<file path="src/rtl/tbl_pkg.sv">
// ----------------------------------------------------------------------------
// tbl_pkg
// Shared codes and types of the token bucket limiter.
// ----------------------------------------------------------------------------
package tbl_pkg;

   typedef enum logic [1:0] {
      STATUS_GRANTED   = 2'd0,
      STATUS_TOO_LARGE = 2'd1,
      STATUS_TIMED_OUT = 2'd2,
      STATUS_BUSY      = 2'd3
   } status_type;

   localparam logic REQ_TICK    = 1'b0;
   localparam logic REQ_ACQUIRE = 1'b1;

   localparam int CSR_INDEX_BITS = 1;

   localparam logic [CSR_INDEX_BITS-1:0] CSR_CAPACITY = 1'd0;
   localparam logic [CSR_INDEX_BITS-1:0] CSR_PERIOD   = 1'd1;

   typedef struct packed {
      logic       emit;
      status_type status;
      logic       pend_set;
      logic       pend_clear;
   } decide_type;

endpackage

</file>
<file path="src/rtl/tbl_req_if.sv">
// ----------------------------------------------------------------------------
// tbl_req_if
// Input channel: tick and acquire items with valid/ready.
// ----------------------------------------------------------------------------
interface tbl_req_if #(
   parameter int TOKEN_BITS = 16,
   parameter int TIME_BITS  = 32
);
   logic                  valid;
   logic                  ready;
   logic                  req_type;
   logic [TOKEN_BITS-1:0] token_count;
   logic [TIME_BITS-1:0]  timeout_ticks;
   logic                  wait_forever;

   modport source (
      output valid, req_type, token_count, timeout_ticks, wait_forever,
      input  ready
   );

   modport sink (
      input  valid, req_type, token_count, timeout_ticks, wait_forever,
      output ready
   );
endinterface

</file>
<file path="src/rtl/tbl_rsp_if.sv">
// ----------------------------------------------------------------------------
// tbl_rsp_if
// Result channel: decision status and token level with valid/ready.
// ----------------------------------------------------------------------------
interface tbl_rsp_if #(
   parameter int TOKEN_BITS = 16
);
   logic                       valid;
   logic                       ready;
   logic [1:0]                 status;
   logic signed [TOKEN_BITS:0] tokens_after;

   modport source (
      output valid, status, tokens_after,
      input  ready
   );

   modport sink (
      input  valid, status, tokens_after,
      output ready
   );
endinterface

</file>
<file path="src/rtl/tbl_decide.sv">
// ----------------------------------------------------------------------------
// tbl_decide
// Next-state and result logic for one tick or acquire item.
// ----------------------------------------------------------------------------
module tbl_decide
   import tbl_pkg::*;
#(
   parameter int TOKEN_BITS = 16,
   parameter int TIME_BITS  = 32
) (
   input  logic                       item_type,
   input  logic [TOKEN_BITS-1:0]      item_count,
   input  logic [TIME_BITS-1:0]       item_timeout,
   input  logic                       item_forever,
   input  logic [TOKEN_BITS-1:0]      capacity,
   input  logic [TIME_BITS-1:0]       period,
   input  logic signed [TOKEN_BITS:0] level,
   input  logic [TIME_BITS-1:0]       phase,
   input  logic                       pend_valid,
   input  logic [TOKEN_BITS-1:0]      pend_count,
   input  logic [TIME_BITS-1:0]       pend_ticks,
   input  logic                       pend_forever,
   output logic signed [TOKEN_BITS:0] level_next,
   output logic [TIME_BITS-1:0]       phase_next,
   output logic [TIME_BITS-1:0]       pend_ticks_next,
   output decide_type                 decide
);

   logic [TIME_BITS-1:0]       phase_inc;
   logic                       refill_hit;
   logic signed [TOKEN_BITS:0] cap_s;
   logic signed [TOKEN_BITS:0] level_ref;
   logic                       ref_positive;
   logic                       level_positive;
   logic [TIME_BITS-1:0]       ticks_dec;

   assign phase_inc      = phase + {{(TIME_BITS-1){1'b0}}, 1'b1};
   assign refill_hit     = (phase_inc >= period);
   assign cap_s          = $signed({1'b0, capacity});
   assign level_ref      = (refill_hit && (level < cap_s)) ?
                           level + $signed({{TOKEN_BITS{1'b0}}, 1'b1}) : level;
   assign ref_positive   = !level_ref[TOKEN_BITS] && (level_ref != '0);
   assign level_positive = !level[TOKEN_BITS] && (level != '0);
   assign ticks_dec      = (pend_ticks != '0) ?
                           pend_ticks - {{(TIME_BITS-1){1'b0}}, 1'b1} : pend_ticks;

   always_comb begin
      level_next        = level;
      phase_next        = phase;
      pend_ticks_next   = pend_ticks;
      decide.emit       = 1'b0;
      decide.status     = STATUS_GRANTED;
      decide.pend_set   = 1'b0;
      decide.pend_clear = 1'b0;
      if (item_type == REQ_TICK) begin
         phase_next = refill_hit ? '0 : phase_inc;
         level_next = level_ref;
         if (pend_valid) begin
            if (ref_positive) begin
               level_next        = level_ref - $signed({1'b0, pend_count});
               decide.emit       = 1'b1;
               decide.status     = STATUS_GRANTED;
               decide.pend_clear = 1'b1;
            end else if (!pend_forever) begin
               pend_ticks_next = ticks_dec;
               if (ticks_dec == '0) begin
                  decide.emit       = 1'b1;
                  decide.status     = STATUS_TIMED_OUT;
                  decide.pend_clear = 1'b1;
               end
            end
         end
      end else begin
         if (item_count > capacity) begin
            decide.emit   = 1'b1;
            decide.status = STATUS_TOO_LARGE;
         end else if (pend_valid) begin
            decide.emit   = 1'b1;
            decide.status = STATUS_BUSY;
         end else if (level_positive) begin
            level_next    = level - $signed({1'b0, item_count});
            decide.emit   = 1'b1;
            decide.status = STATUS_GRANTED;
         end else if (!item_forever && (item_timeout == '0)) begin
            decide.emit   = 1'b1;
            decide.status = STATUS_TIMED_OUT;
         end else begin
            pend_ticks_next = item_timeout;
            decide.pend_set = 1'b1;
         end
      end
   end

endmodule

</file>
<file path="src/rtl/token_bucket_limiter.sv">
// ----------------------------------------------------------------------------
// token_bucket_limiter
// Token bucket rate limiter with one pending slot for refused requests.
// ----------------------------------------------------------------------------
// Takes one tick or acquire item per cycle while the input is ready; an item
// that yields a result presents it from the output register in the cycle
// after its transfer. The input is ready whenever the output register is
// empty or being drained, so the sustained rate is one item per clock, as
// each item updates the token level, refill phase and pending slot at its
// transfer for the next. A tick yields a result only when it grants or expires
// the waiting request, and a refused request that starts waiting yields none.
module token_bucket_limiter
   import tbl_pkg::*;
#(
   parameter int TOKEN_BITS = 16,
   parameter int TIME_BITS  = 32,
   localparam int CSR_DATA_BITS = (TOKEN_BITS > TIME_BITS) ? TOKEN_BITS : TIME_BITS
) (
   input  logic                      clock,
   input  logic                      reset,
   tbl_req_if.sink                   req_chan,
   tbl_rsp_if.source                 rsp_chan,
   input  logic                      csr_write_en,
   input  logic [CSR_INDEX_BITS-1:0] csr_index,
   input  logic [CSR_DATA_BITS-1:0]  csr_wdata
);

   localparam logic [TOKEN_BITS-1:0] CAPACITY_RESET = TOKEN_BITS'(16);
   localparam logic [TIME_BITS-1:0]  PERIOD_RESET   = TIME_BITS'(1000);

   logic [TOKEN_BITS-1:0]      capacity_ff;
   logic [TIME_BITS-1:0]       period_ff;
   logic signed [TOKEN_BITS:0] level_ff;
   logic signed [TOKEN_BITS:0] level_in;
   logic [TIME_BITS-1:0]       phase_ff;
   logic [TIME_BITS-1:0]       phase_in;
   logic                       pend_valid_ff;
   logic [TOKEN_BITS-1:0]      pend_count_ff;
   logic [TIME_BITS-1:0]       pend_ticks_ff;
   logic [TIME_BITS-1:0]       pend_ticks_in;
   logic                       pend_forever_ff;
   logic                       rsp_valid_ff;
   status_type                 rsp_status_ff;
   logic signed [TOKEN_BITS:0] rsp_tokens_ff;
   decide_type                 decide;
   logic                       req_transfer;

   assign req_chan.ready = !rsp_valid_ff || rsp_chan.ready;
   assign req_transfer   = req_chan.valid && req_chan.ready;

   assign rsp_chan.valid        = rsp_valid_ff;
   assign rsp_chan.status       = rsp_status_ff;
   assign rsp_chan.tokens_after = rsp_tokens_ff;

   tbl_decide #(
      .TOKEN_BITS (TOKEN_BITS),
      .TIME_BITS  (TIME_BITS)
   ) u_decide (
      .item_type       (req_chan.req_type),
      .item_count      (req_chan.token_count),
      .item_timeout    (req_chan.timeout_ticks),
      .item_forever    (req_chan.wait_forever),
      .capacity        (capacity_ff),
      .period          (period_ff),
      .level           (level_ff),
      .phase           (phase_ff),
      .pend_valid      (pend_valid_ff),
      .pend_count      (pend_count_ff),
      .pend_ticks      (pend_ticks_ff),
      .pend_forever    (pend_forever_ff),
      .level_next      (level_in),
      .phase_next      (phase_in),
      .pend_ticks_next (pend_ticks_in),
      .decide          (decide)
   );

   always_ff @(posedge clock) begin
      if (reset) begin
         capacity_ff <= CAPACITY_RESET;
         period_ff   <= PERIOD_RESET;
      end else if (csr_write_en) begin
         case (csr_index)
            CSR_CAPACITY: capacity_ff <= csr_wdata[TOKEN_BITS-1:0];
            CSR_PERIOD:   period_ff   <= csr_wdata[TIME_BITS-1:0];
            default: begin
            end
         endcase
      end
   end

   always_ff @(posedge clock) begin
      if (reset) begin
         level_ff        <= '0;
         phase_ff        <= '0;
         pend_valid_ff   <= 1'b0;
         pend_count_ff   <= '0;
         pend_ticks_ff   <= '0;
         pend_forever_ff <= 1'b0;
      end else if (req_transfer) begin
         level_ff      <= level_in;
         phase_ff      <= phase_in;
         pend_ticks_ff <= pend_ticks_in;
         if (decide.pend_set) begin
            pend_valid_ff   <= 1'b1;
            pend_count_ff   <= req_chan.token_count;
            pend_forever_ff <= req_chan.wait_forever;
         end else if (decide.pend_clear) begin
            pend_valid_ff <= 1'b0;
         end
      end
   end

   always_ff @(posedge clock) begin
      if (reset) begin
         rsp_valid_ff <= 1'b0;
      end else if (req_transfer && decide.emit) begin
         rsp_valid_ff <= 1'b1;
      end else if (rsp_chan.ready) begin
         rsp_valid_ff <= 1'b0;
      end
   end

   always_ff @(posedge clock) begin
      if (req_transfer && decide.emit) begin
         rsp_status_ff <= decide.status;
         rsp_tokens_ff <= level_in;
      end
   end

endmodule
</file>
<file path="src/flat_wrapper.sv">
// flat-port wrapper written by rule: the top's interface ports become plain ports
module token_bucket_limiter_flat import tbl_pkg::*;
#(
   parameter int TOKEN_BITS = 16,
   parameter int TIME_BITS  = 32,
   localparam int CSR_DATA_BITS = (TOKEN_BITS > TIME_BITS) ? TOKEN_BITS : TIME_BITS
)
  (clock, reset, csr_write_en, csr_index, csr_wdata, req_chan_valid, req_chan_req_type, req_chan_token_count, req_chan_timeout_ticks, req_chan_wait_forever, req_chan_ready, rsp_chan_valid, rsp_chan_status, rsp_chan_tokens_after, rsp_chan_ready);
  tbl_req_if #(.TOKEN_BITS(TOKEN_BITS), .TIME_BITS(TIME_BITS)) req_chan_i ();
  tbl_rsp_if #(.TOKEN_BITS(TOKEN_BITS)) rsp_chan_i ();
  input  logic clock;
  input  logic reset;
  input  logic csr_write_en;
  input  logic [CSR_INDEX_BITS-1:0] csr_index;
  input  logic [CSR_DATA_BITS-1:0] csr_wdata;
  input wire logic [$bits(req_chan_i.valid)-1:0] req_chan_valid;
  input wire logic [$bits(req_chan_i.req_type)-1:0] req_chan_req_type;
  input wire logic [$bits(req_chan_i.token_count)-1:0] req_chan_token_count;
  input wire logic [$bits(req_chan_i.timeout_ticks)-1:0] req_chan_timeout_ticks;
  input wire logic [$bits(req_chan_i.wait_forever)-1:0] req_chan_wait_forever;
  output wire logic [$bits(req_chan_i.ready)-1:0] req_chan_ready;
  output wire logic [$bits(rsp_chan_i.valid)-1:0] rsp_chan_valid;
  output wire logic [$bits(rsp_chan_i.status)-1:0] rsp_chan_status;
  output wire logic [$bits(rsp_chan_i.tokens_after)-1:0] rsp_chan_tokens_after;
  input wire logic [$bits(rsp_chan_i.ready)-1:0] rsp_chan_ready;
  assign req_chan_i.valid = req_chan_valid;
  assign req_chan_i.req_type = req_chan_req_type;
  assign req_chan_i.token_count = req_chan_token_count;
  assign req_chan_i.timeout_ticks = req_chan_timeout_ticks;
  assign req_chan_i.wait_forever = req_chan_wait_forever;
  assign req_chan_ready = req_chan_i.ready;
  assign rsp_chan_valid = rsp_chan_i.valid;
  assign rsp_chan_status = rsp_chan_i.status;
  assign rsp_chan_tokens_after = rsp_chan_i.tokens_after;
  assign rsp_chan_i.ready = rsp_chan_ready;
  token_bucket_limiter #(.TOKEN_BITS(TOKEN_BITS), .TIME_BITS(TIME_BITS)) u_core (.clock(clock), .reset(reset), .req_chan(req_chan_i), .rsp_chan(rsp_chan_i), .csr_write_en(csr_write_en), .csr_index(csr_index), .csr_wdata(csr_wdata));
endmodule
</file>
<file path="config.mk">
export PLATFORM = sky130hd
export DESIGN_NAME = token_bucket_limiter_flat
export DESIGN_NICKNAME = d
export VERILOG_FILES = /design/src/rtl/tbl_pkg.sv /design/src/rtl/tbl_req_if.sv /design/src/rtl/tbl_rsp_if.sv /design/src/rtl/tbl_decide.sv /design/src/rtl/token_bucket_limiter.sv /design/src/flat_wrapper.sv
export SDC_FILE = /design/constraint.sdc
export NUM_CORES = 1
export LEC_CHECK = 0
export ABC_CLOCK_PERIOD_IN_PS = 9050
export BUFFER_PORTS_ARGS = -buffer_cell sky130_fd_sc_hd__clkbuf_2
export CORE_ASPECT_RATIO = 1.5
export CORE_UTILIZATION = 40
export CTS_CLUSTER_SIZE = 40
export DETAILED_ROUTE_END_ITERATION = 10
export PLACE_DENSITY = 0.64
export SYNTH_ARGS = -nofsm -noshare
export SYNTH_HDL_FRONTEND = slang
export SYNTH_HIERARCHICAL = 1
export SYNTH_SLANG_ARGS = --single-unit
</file>
<file path="constraint.sdc">
create_clock -name clock -period 9.05 [get_ports clock]
set_clock_uncertainty 0.1 [all_clocks]
set_input_delay 0.4525 -clock clock [delete_from_list [all_inputs] [get_ports clock]]
set_output_delay 0.4525 -clock clock [all_outputs]
set_load 0.01 [all_outputs]
</file>
==> results of run 1 <==
[per-layer routing]
metal,share of wire,vias up,routed length (um),GRT usage
met5,0,-,0,0
met4,0.070,0,3280,0.189
met3,0.048,139,2280,0.0379
met2,0.51,449,23800,0.471
met1,0.38,6574,17700,0.279
li1,-,6585,-,-
[power by group]
group          internal, mW  switching, mW  total (mW)
clock network         0.364          0.360       0.724
logic                 0.276          0.476       0.753
registers             0.784         0.0372       0.821
[worst register-to-register path: cells and delay by family, from the launching register on]
family | cells | cell delay, ns
AO/OA/AOI/OAI | 8 | 2.03
XOR/XNOR | 2 | 0.43
adder cells (fa/ha/maj) | 3 | 1.00
buffers and inverters | 2 | 0.35
flip-flops | 1 | 0.53
AND/OR/NAND/NOR | 13 | 3.52
[area by class of cell]
cell class	instances	area (um2)	share of cell area
inverter	103	387	0.0250
multi-input combinational	1430	9700	0.627
timing repair buffer	128	696	0.0450
clock buffer	17	425	0.0275
tap	473	592	0.0383
sequential	167	3530	0.228
clock inverter	14	133	0.00858
[registers in the layout, indices dropped and copies added (netlist names)]
signal and cells:
u_core/capacity_ff 16, u_core/rsp_chan.tokens_after 17, u_core/level_ff 17, u_core/rsp_chan.status 2, u_core/pend_valid_ff 1, u_core/phase_ff 32, u_core/period_ff 32, u_core/pend_forever_ff 1
u_core/rsp_chan.valid 1, u_core/pend_count_ff 16, u_core/pend_ticks_ff 32
[through the flow]
stage | hold WS [ns] | instances | total power, mW | setup WS, ns
global placement | 0.345 | 2301 | 1.56 | 1.22
finish | 0.107 | 2332 | 2.30 | 0.933
CTS | 0.0895 | 2332 | 2.30 | 0.992
floorplan | 0.336 | 1830 | 1.36 | 2.02
global route | 0.102 | 2332 | 2.41 | 0.309
detailed placement | 0.348 | 2301 | 1.57 | 1.04
[layout by cell type, fill, tap and decap left out, drive strengths merged, types with 21 or more instances in the layout]
| cell type | netlist | layout |
|---|---|---|
| o21ai | 196 | 196 |
| nand2 | 201 | 201 |
| xor2 | 37 | 37 |
| xnor2 | 58 | 58 |
| ha | 99 | 99 |
| a21oi | 88 | 88 |
| nand3 | 41 | 41 |
| inv | 102 | 113 |
| nor4 | 32 | 32 |
| nand2b | 112 | 112 |
| nor2 | 86 | 86 |
| nor3 | 52 | 52 |
| and3 | 21 | 21 |
| or3 | 23 | 23 |
| buf | 29 | 23 |
| mux2i | 70 | 70 |
| dfxtp | 148 | 148 |
| clkbuf | 101 | 122 |
| nand4 | 23 | 23 |
| nand4b | 104 | 104 |
[worst min path at each step]
| stage | startpoint | to | slack (ns) |
|---|---|---|---|
| CTS | csr_wdata[27] | u_core/period_ff[27]$_SDFFE_PP0P_ | 0.09 |
| detailed placement | u_core/period_ff[20]$_SDFFE_PP0P_ | u_core/period_ff[20]$_SDFFE_PP0P_ | 0.35 |
| finish | csr_wdata[25] | u_core/period_ff[25]$_SDFFE_PP0P_ | 0.11 |
| global placement | u_core/capacity_ff[6]$_SDFFE_PP0P_ | u_core/capacity_ff[6]$_SDFFE_PP0P_ | 0.35 |
| global route | csr_wdata[26] | u_core/period_ff[26]$_SDFFE_PP0P_ | 0.10 |
| floorplan | u_core/capacity_ff[10]$_SDFFE_PP0P_ | u_core/capacity_ff[10]$_SDFFE_PP0P_ | 0.34 |
[kinds of logic (layout without fill, tap and decap cells)]
family,after synthesis,after routing,synth area share
simple gates,760,760,0.311
compound gates,398,398,0.169
buf+inv,233,262,0.0662
flops,167,167,0.250
fa+ha+maj,102,102,0.0911
xor+xnor,95,95,0.0588
mux,75,75,0.0535
==> qor.yml, run 1 <==
cts_tree: "built"
clock.fmax_mhz: 123
grt_use_total: 0.263
yosysTopAreaCellShare: 0.209
start_util: 0.405
reg2regPathDepth: 28
clk_path_buf_depth: 2
antenna_left: 0
synth_top_flop_cell: "dfxtp_1"
start_kind: "register"
vdd_ir_drop_max_uv: 79.9
syn_area_um2: 14100
max_stage_delay_ns: 0.73
grt_pass1_vias: 13300
cts_hold_buf: 0
min_period_ns: 8.12
grt_max_degree: 136
cp.required_ns: 9.25
vias: 13700
fp.dieH_um: 232
postCtsSetupBuffers: 0
fin_util: 0.443
fp-row-count: 84
clock_latency_ns: 0.47
synth_most_common_cell: "nand2_1"
drt-wirelength-per-cell_um: 20.2
cts_max_level: 4
yosys-top-cells-area: "dfxtp_1 (21%), ha_1 (8.8%), nand4b_1 (6.4%)"
gp_congestion: 1.01
ys_async_sr_fraction: 0
tightest_slew_ns: 1.21
antenna_found_initial: 0
power_density_nw_per_um2: 149
synth_top_area_cell: "dfxtp_1"
crit_buf_inv: 2
cts_made_buffers: 17
synth_edf_count: 19
yosysSeqAreaShare: 0.250
grt_first_pass_wirelength_um: 73500
area.growth.synth_to_final_pct: 9.31
die_x_um: 156
nFillCells: 3587
io_pins: 109
cp_slowest_cell: "a2111oi_0"
max-cap-violations: 0
root_buffer: "clkbuf_16"
stdcell_area_um2: 15500
slew_viol_final: 0
route.detailed.drc: 0
finalHoldViolCount: 0
slew_headroom: 0.189
setup_viol: 0
n_antenna_cell: 0
synthTopCellsByCount: "nand2_1 (201), o21ai_0 (177), dfxtp_1 (148)"
crit_family: "simple AND/OR/NAND/NOR gates"
postRouteWirelength_um: 47100
cts_resized: 0
netlist_instances: 1830
status: "complete, no violations"
nNetsFinal: 2036
timing.final.crit_share: 0.897
ys.warnings.count: 6
clkTransAtPathRegs_ns: 0.08
overflow: 0
rsz0062_at_grt: "no"
dp_hpwl_um: 33300
clock_sinks: 167
crit_path_end: "u_core/level_ff[15]$_SDFFE_PP0P_"
cp-startpoint: "u_core/phase_ff[0]$_SDFFE_PP0P_"
ys_seq_elements: 167
io_buffers: 108
drtIter0Drc: 807
r2r_end: "u_core/level_ff[15]$_SDFFE_PP0P_"
hold_class: "input port to register"
r2r-start: "u_core/phase_ff[0]$_SDFFE_PP0P_"
die_area_um2: 36100
cp.depth: 28
core_um2: 34900
crit_top_cell: "and3_1"
worstPathArrival_ns: 8.32
r2r_slack_ns: 0.93
cp_max_fo: 17
power_leakage_nw: 6.10
synthesis.nets: 2019
worstSetupPathType: "register to register"
layout-drive-gt1-share: 0.116
endpoint_kind: "register"
tns_ns: 0
whs_path_depth: 3
drt-pass1-iter-count: 5
ys_types: 83
via_per_inst: 5.89
avgSynthCellArea_um2: 7.73
dpl_cell_area_um2: 14900
Power figures use the tool's default switching activity.
==> run 2: changes to the inputs <==
Settings changed: BUFFER_PORTS_ARGS -buffer_cell sky130_fd_sc_hd__clkbuf_2 to unset, CORE_MARGIN set to 2, DONT_BUFFER_PORTS set to 1, PLACE_DENSITY 0.64 to 0.61.
==> run 2 against run 1 <==
Against the previous run: register-to-register slack improved by 0.15 ns; sequential power increased by 0.9%; via count decreased by 2.9%; global-route usage decreased by 1.3 points; critical path depth increased by 4; critical path type unchanged; largest cell class unchanged.
==> qor.yml, run 2 (synthesis results as in run 1) <==
r2r_end: "u_core/level_ff[16]$_SDFFE_PP0P_"  # was u_core/level_ff[15]$_SDFFE_PP0P_
slew_headroom: 0.229  # was 0.189
antenna_left: 0  # unchanged
die_x_um: 158  # was 156 um
drtIter0Drc: 917  # was 807
vias: 13400  # was 13.7k
crit_path_end: "u_core/level_ff[16]$_SDFFE_PP0P_"  # was u_core/level_ff[15]$_SDFFE_PP0P_
crit_family: "simple AND/OR/NAND/NOR gates"  # unchanged
grt_max_degree: 207  # was 136
max-cap-violations: 0  # unchanged
fp.dieH_um: 234  # was 232 um
cp.depth: 32  # was 28
clk_path_buf_depth: 2  # unchanged
tns_ns: 0  # unchanged
clock_sinks: 167  # unchanged
whs_path_depth: 2  # was 3
r2r-start: "u_core/phase_ff[0]$_SDFFE_PP0P_"  # unchanged
cp_slowest_cell: "dfxtp_1"  # was a2111oi_0
tightest_slew_ns: 1.15  # was 1.21 ns
postCtsSetupBuffers: 0  # unchanged
grt_first_pass_wirelength_um: 71400  # was 73,500 um
reg.largest.list: "u_core/pend_ticks_ff x32, u_core/period_ff x32, u_core/phase_ff x32"  # unchanged
io_buffers: 0  # was 108
layout-drive-gt1-share: 0.0605  # was 0.116
cts_tree: "built"  # unchanged
worstPathArrival_ns: 8.26  # was 8.32 ns
cp_max_fo: 14  # was 17
clock.fmax_mhz: 125  # was 123 MHz
slew_viol_final: 0  # unchanged
power_leakage_nw: 5.74  # was 6.10 nW
finalHoldViolCount: 0  # unchanged
min_period_ns: 7.97  # was 8.12 ns
r2r_slack_ns: 1.08  # was 0.93 ns
setup_viol: 0  # unchanged
power_density_nw_per_um2: 150  # was 149 nW/um2
root_buffer: "clkbuf_16"  # unchanged
n_antenna_cell: 0  # unchanged
max_stage_delay_ns: 0.52  # was 0.73 ns
route.detailed.drc: 0  # unchanged
postRouteWirelength_um: 46800  # was 47,100 um
fp-row-count: 84  # unchanged
clkTransAtPathRegs_ns: 0.08  # about the same
crit_buf_inv: 1  # was 2
nNetsFinal: 1945  # was 2,036
dp_slack_ns: 1.03  # was 1.04 ns
dp_hpwl_um: 32300  # was 33,300 um
grt_use_total: 0.250  # was 0.263
io_pins: 109  # unchanged
setup_slack_ns: 1.08  # was 0.933 ns
drt-pass1-iter-count: 6  # was 5
core_um2: 35000  # was 34,900 um2
die_area_um2: 36900  # was 36,100 um2
start_util: 0.404  # was 0.405
crit_top_cell: "and3_1"  # unchanged
layout_common_cells: "nand2_1 (201), o21ai_0 (177), dfxtp_1 (148)"  # unchanged
reg2regPathDepth: 32  # was 28
start_kind: "register"  # unchanged
cp.required_ns: 9.34  # was 9.25 ns
hold_class: "input port to register"  # unchanged
via_per_inst: 5.96  # was 5.89
vdd_ir_drop_max_uv: 80.3  # was 79.9 uV
cts_made_buffers: 17  # unchanged
hold_ws_ns: 0.0185  # was 0.107 ns
gp_congestion: 0.916  # was 1.01
final_common_cell: "nand2_1"  # unchanged
overflow: 0  # unchanged
worstSetupPathType: "register to register"  # unchanged
timing.final.crit_share: 0.881  # was 0.897
status: "complete, no violations"  # unchanged
drt-wirelength-per-cell_um: 20.9  # was 20.2 um
cts_max_level: 4  # unchanged
grt_pass1_vias: 12900  # was 13.3k
fin_util: 0.433  # was 0.443
endpoint_kind: "register"  # unchanged
area.growth.synth_to_final_pct: 7.15  # was 9.31%
cp-startpoint: "u_core/phase_ff[0]$_SDFFE_PP0P_"  # unchanged
clock_latency_ns: 0.47  # about the same
rsz0062_at_grt: "no"  # unchanged
antenna_found_initial: 0  # unchanged
-- run 2: cell types whose count changed in the layout (fill, tap and decap cells not counted), sizes merged --
cell	previous run	this run
clkinvlp	1	0
buf	23	16
clkbuf	122	17
clkinv	3	6
inv	113	112
dlygate4sd3	0	21
-- run 2: worst min-delay path by stage --
| stage | from | endpoint | slack [ns] |
|---|---|---|---|
| 2_1_floorplan | u_core/capacity_ff[10]$_SDFFE_PP0P_ | u_core/capacity_ff[10]$_SDFFE_PP0P_ | 0.34 |
| 3_3_place_gp | u_core/period_ff[20]$_SDFFE_PP0P_ | u_core/period_ff[20]$_SDFFE_PP0P_ | 0.34 |
| 3_5_place_dp | u_core/period_ff[17]$_SDFFE_PP0P_ | u_core/period_ff[17]$_SDFFE_PP0P_ | 0.34 |
| 4_1_cts | csr_wdata[5] | u_core/capacity_ff[5]$_SDFFE_PP0P_ | 0.002 |
| 5_1_grt | csr_wdata[5] | u_core/capacity_ff[5]$_SDFFE_PP0P_ | 0.02 |
| 6_report | csr_wdata[30] | u_core/period_ff[30]$_SDFFE_PP0P_ | 0.02 |
-- run 2: area by class of cell --
class | count | area (um2)
well taps | 473 | 592
clock buffers | 17 | 425
clock inverters | 15 | 170
multi-input cells | 1430 | 9710
inverters | 103 | 387
repair buffers | 37 | 343
flip-flops and latches | 167 | 3530
fillers | 3535 | 19800
-- run 2: repair_timing --
| item | in CTS | in global routing |
|---|---|---|
| gates resized for setup | 0 | 3 |
| hold buffers | 22 | 0 |
| endpoints found under the setup margin | 0 | 4 |
| endpoints found under the hold margin | 46 | 0 |
-- run 2: where the power goes --
part / internal (mW) / total [mW] / switching (mW) / leakage, nW
clock: 0.374 / 0.764 / 0.390 / 0.295
combinational: 0.263 / 0.684 / 0.420 / 4.06
sequential: 0.784 / 0.828 / 0.0438 / 1.38
-- run 2: through the flow --
stage	power, mW	std cells	instance area, um2
final	2.28	2242	15200
after floorplan	1.36	1830	14100
after CTS	2.28	2242	15100
after detailed placement	1.50	2188	14300
after global routing	2.38	2242	15200
after global placement	1.49	2188	14300
-- run 2: worst reg2reg max path: cells and delay by family, from the launching register on --
| family | cells | cell delay, ns |
|---|---|---|
| AND/OR/NAND/NOR | 16 | 3.69 |
| AO/OA/AOI/OAI | 9 | 1.97 |
| flip-flops | 1 | 0.52 |
| buffers and inverters | 1 | 0.26 |
| adder cells (fa/ha/maj) | 4 | 1.07 |
| XOR/XNOR | 2 | 0.29 |
-- run 2: per-layer routing --
metal / share of wire / vias to the layer above / global-route usage
met4: 0.079 / 0 / 0.187
met3: 0.051 / 147 / 0.0545
met2: 0.50 / 397 / 0.436
met1: 0.37 / 6406 / 0.261
li1: - / 6402 / -
met5: 0 / - / 0
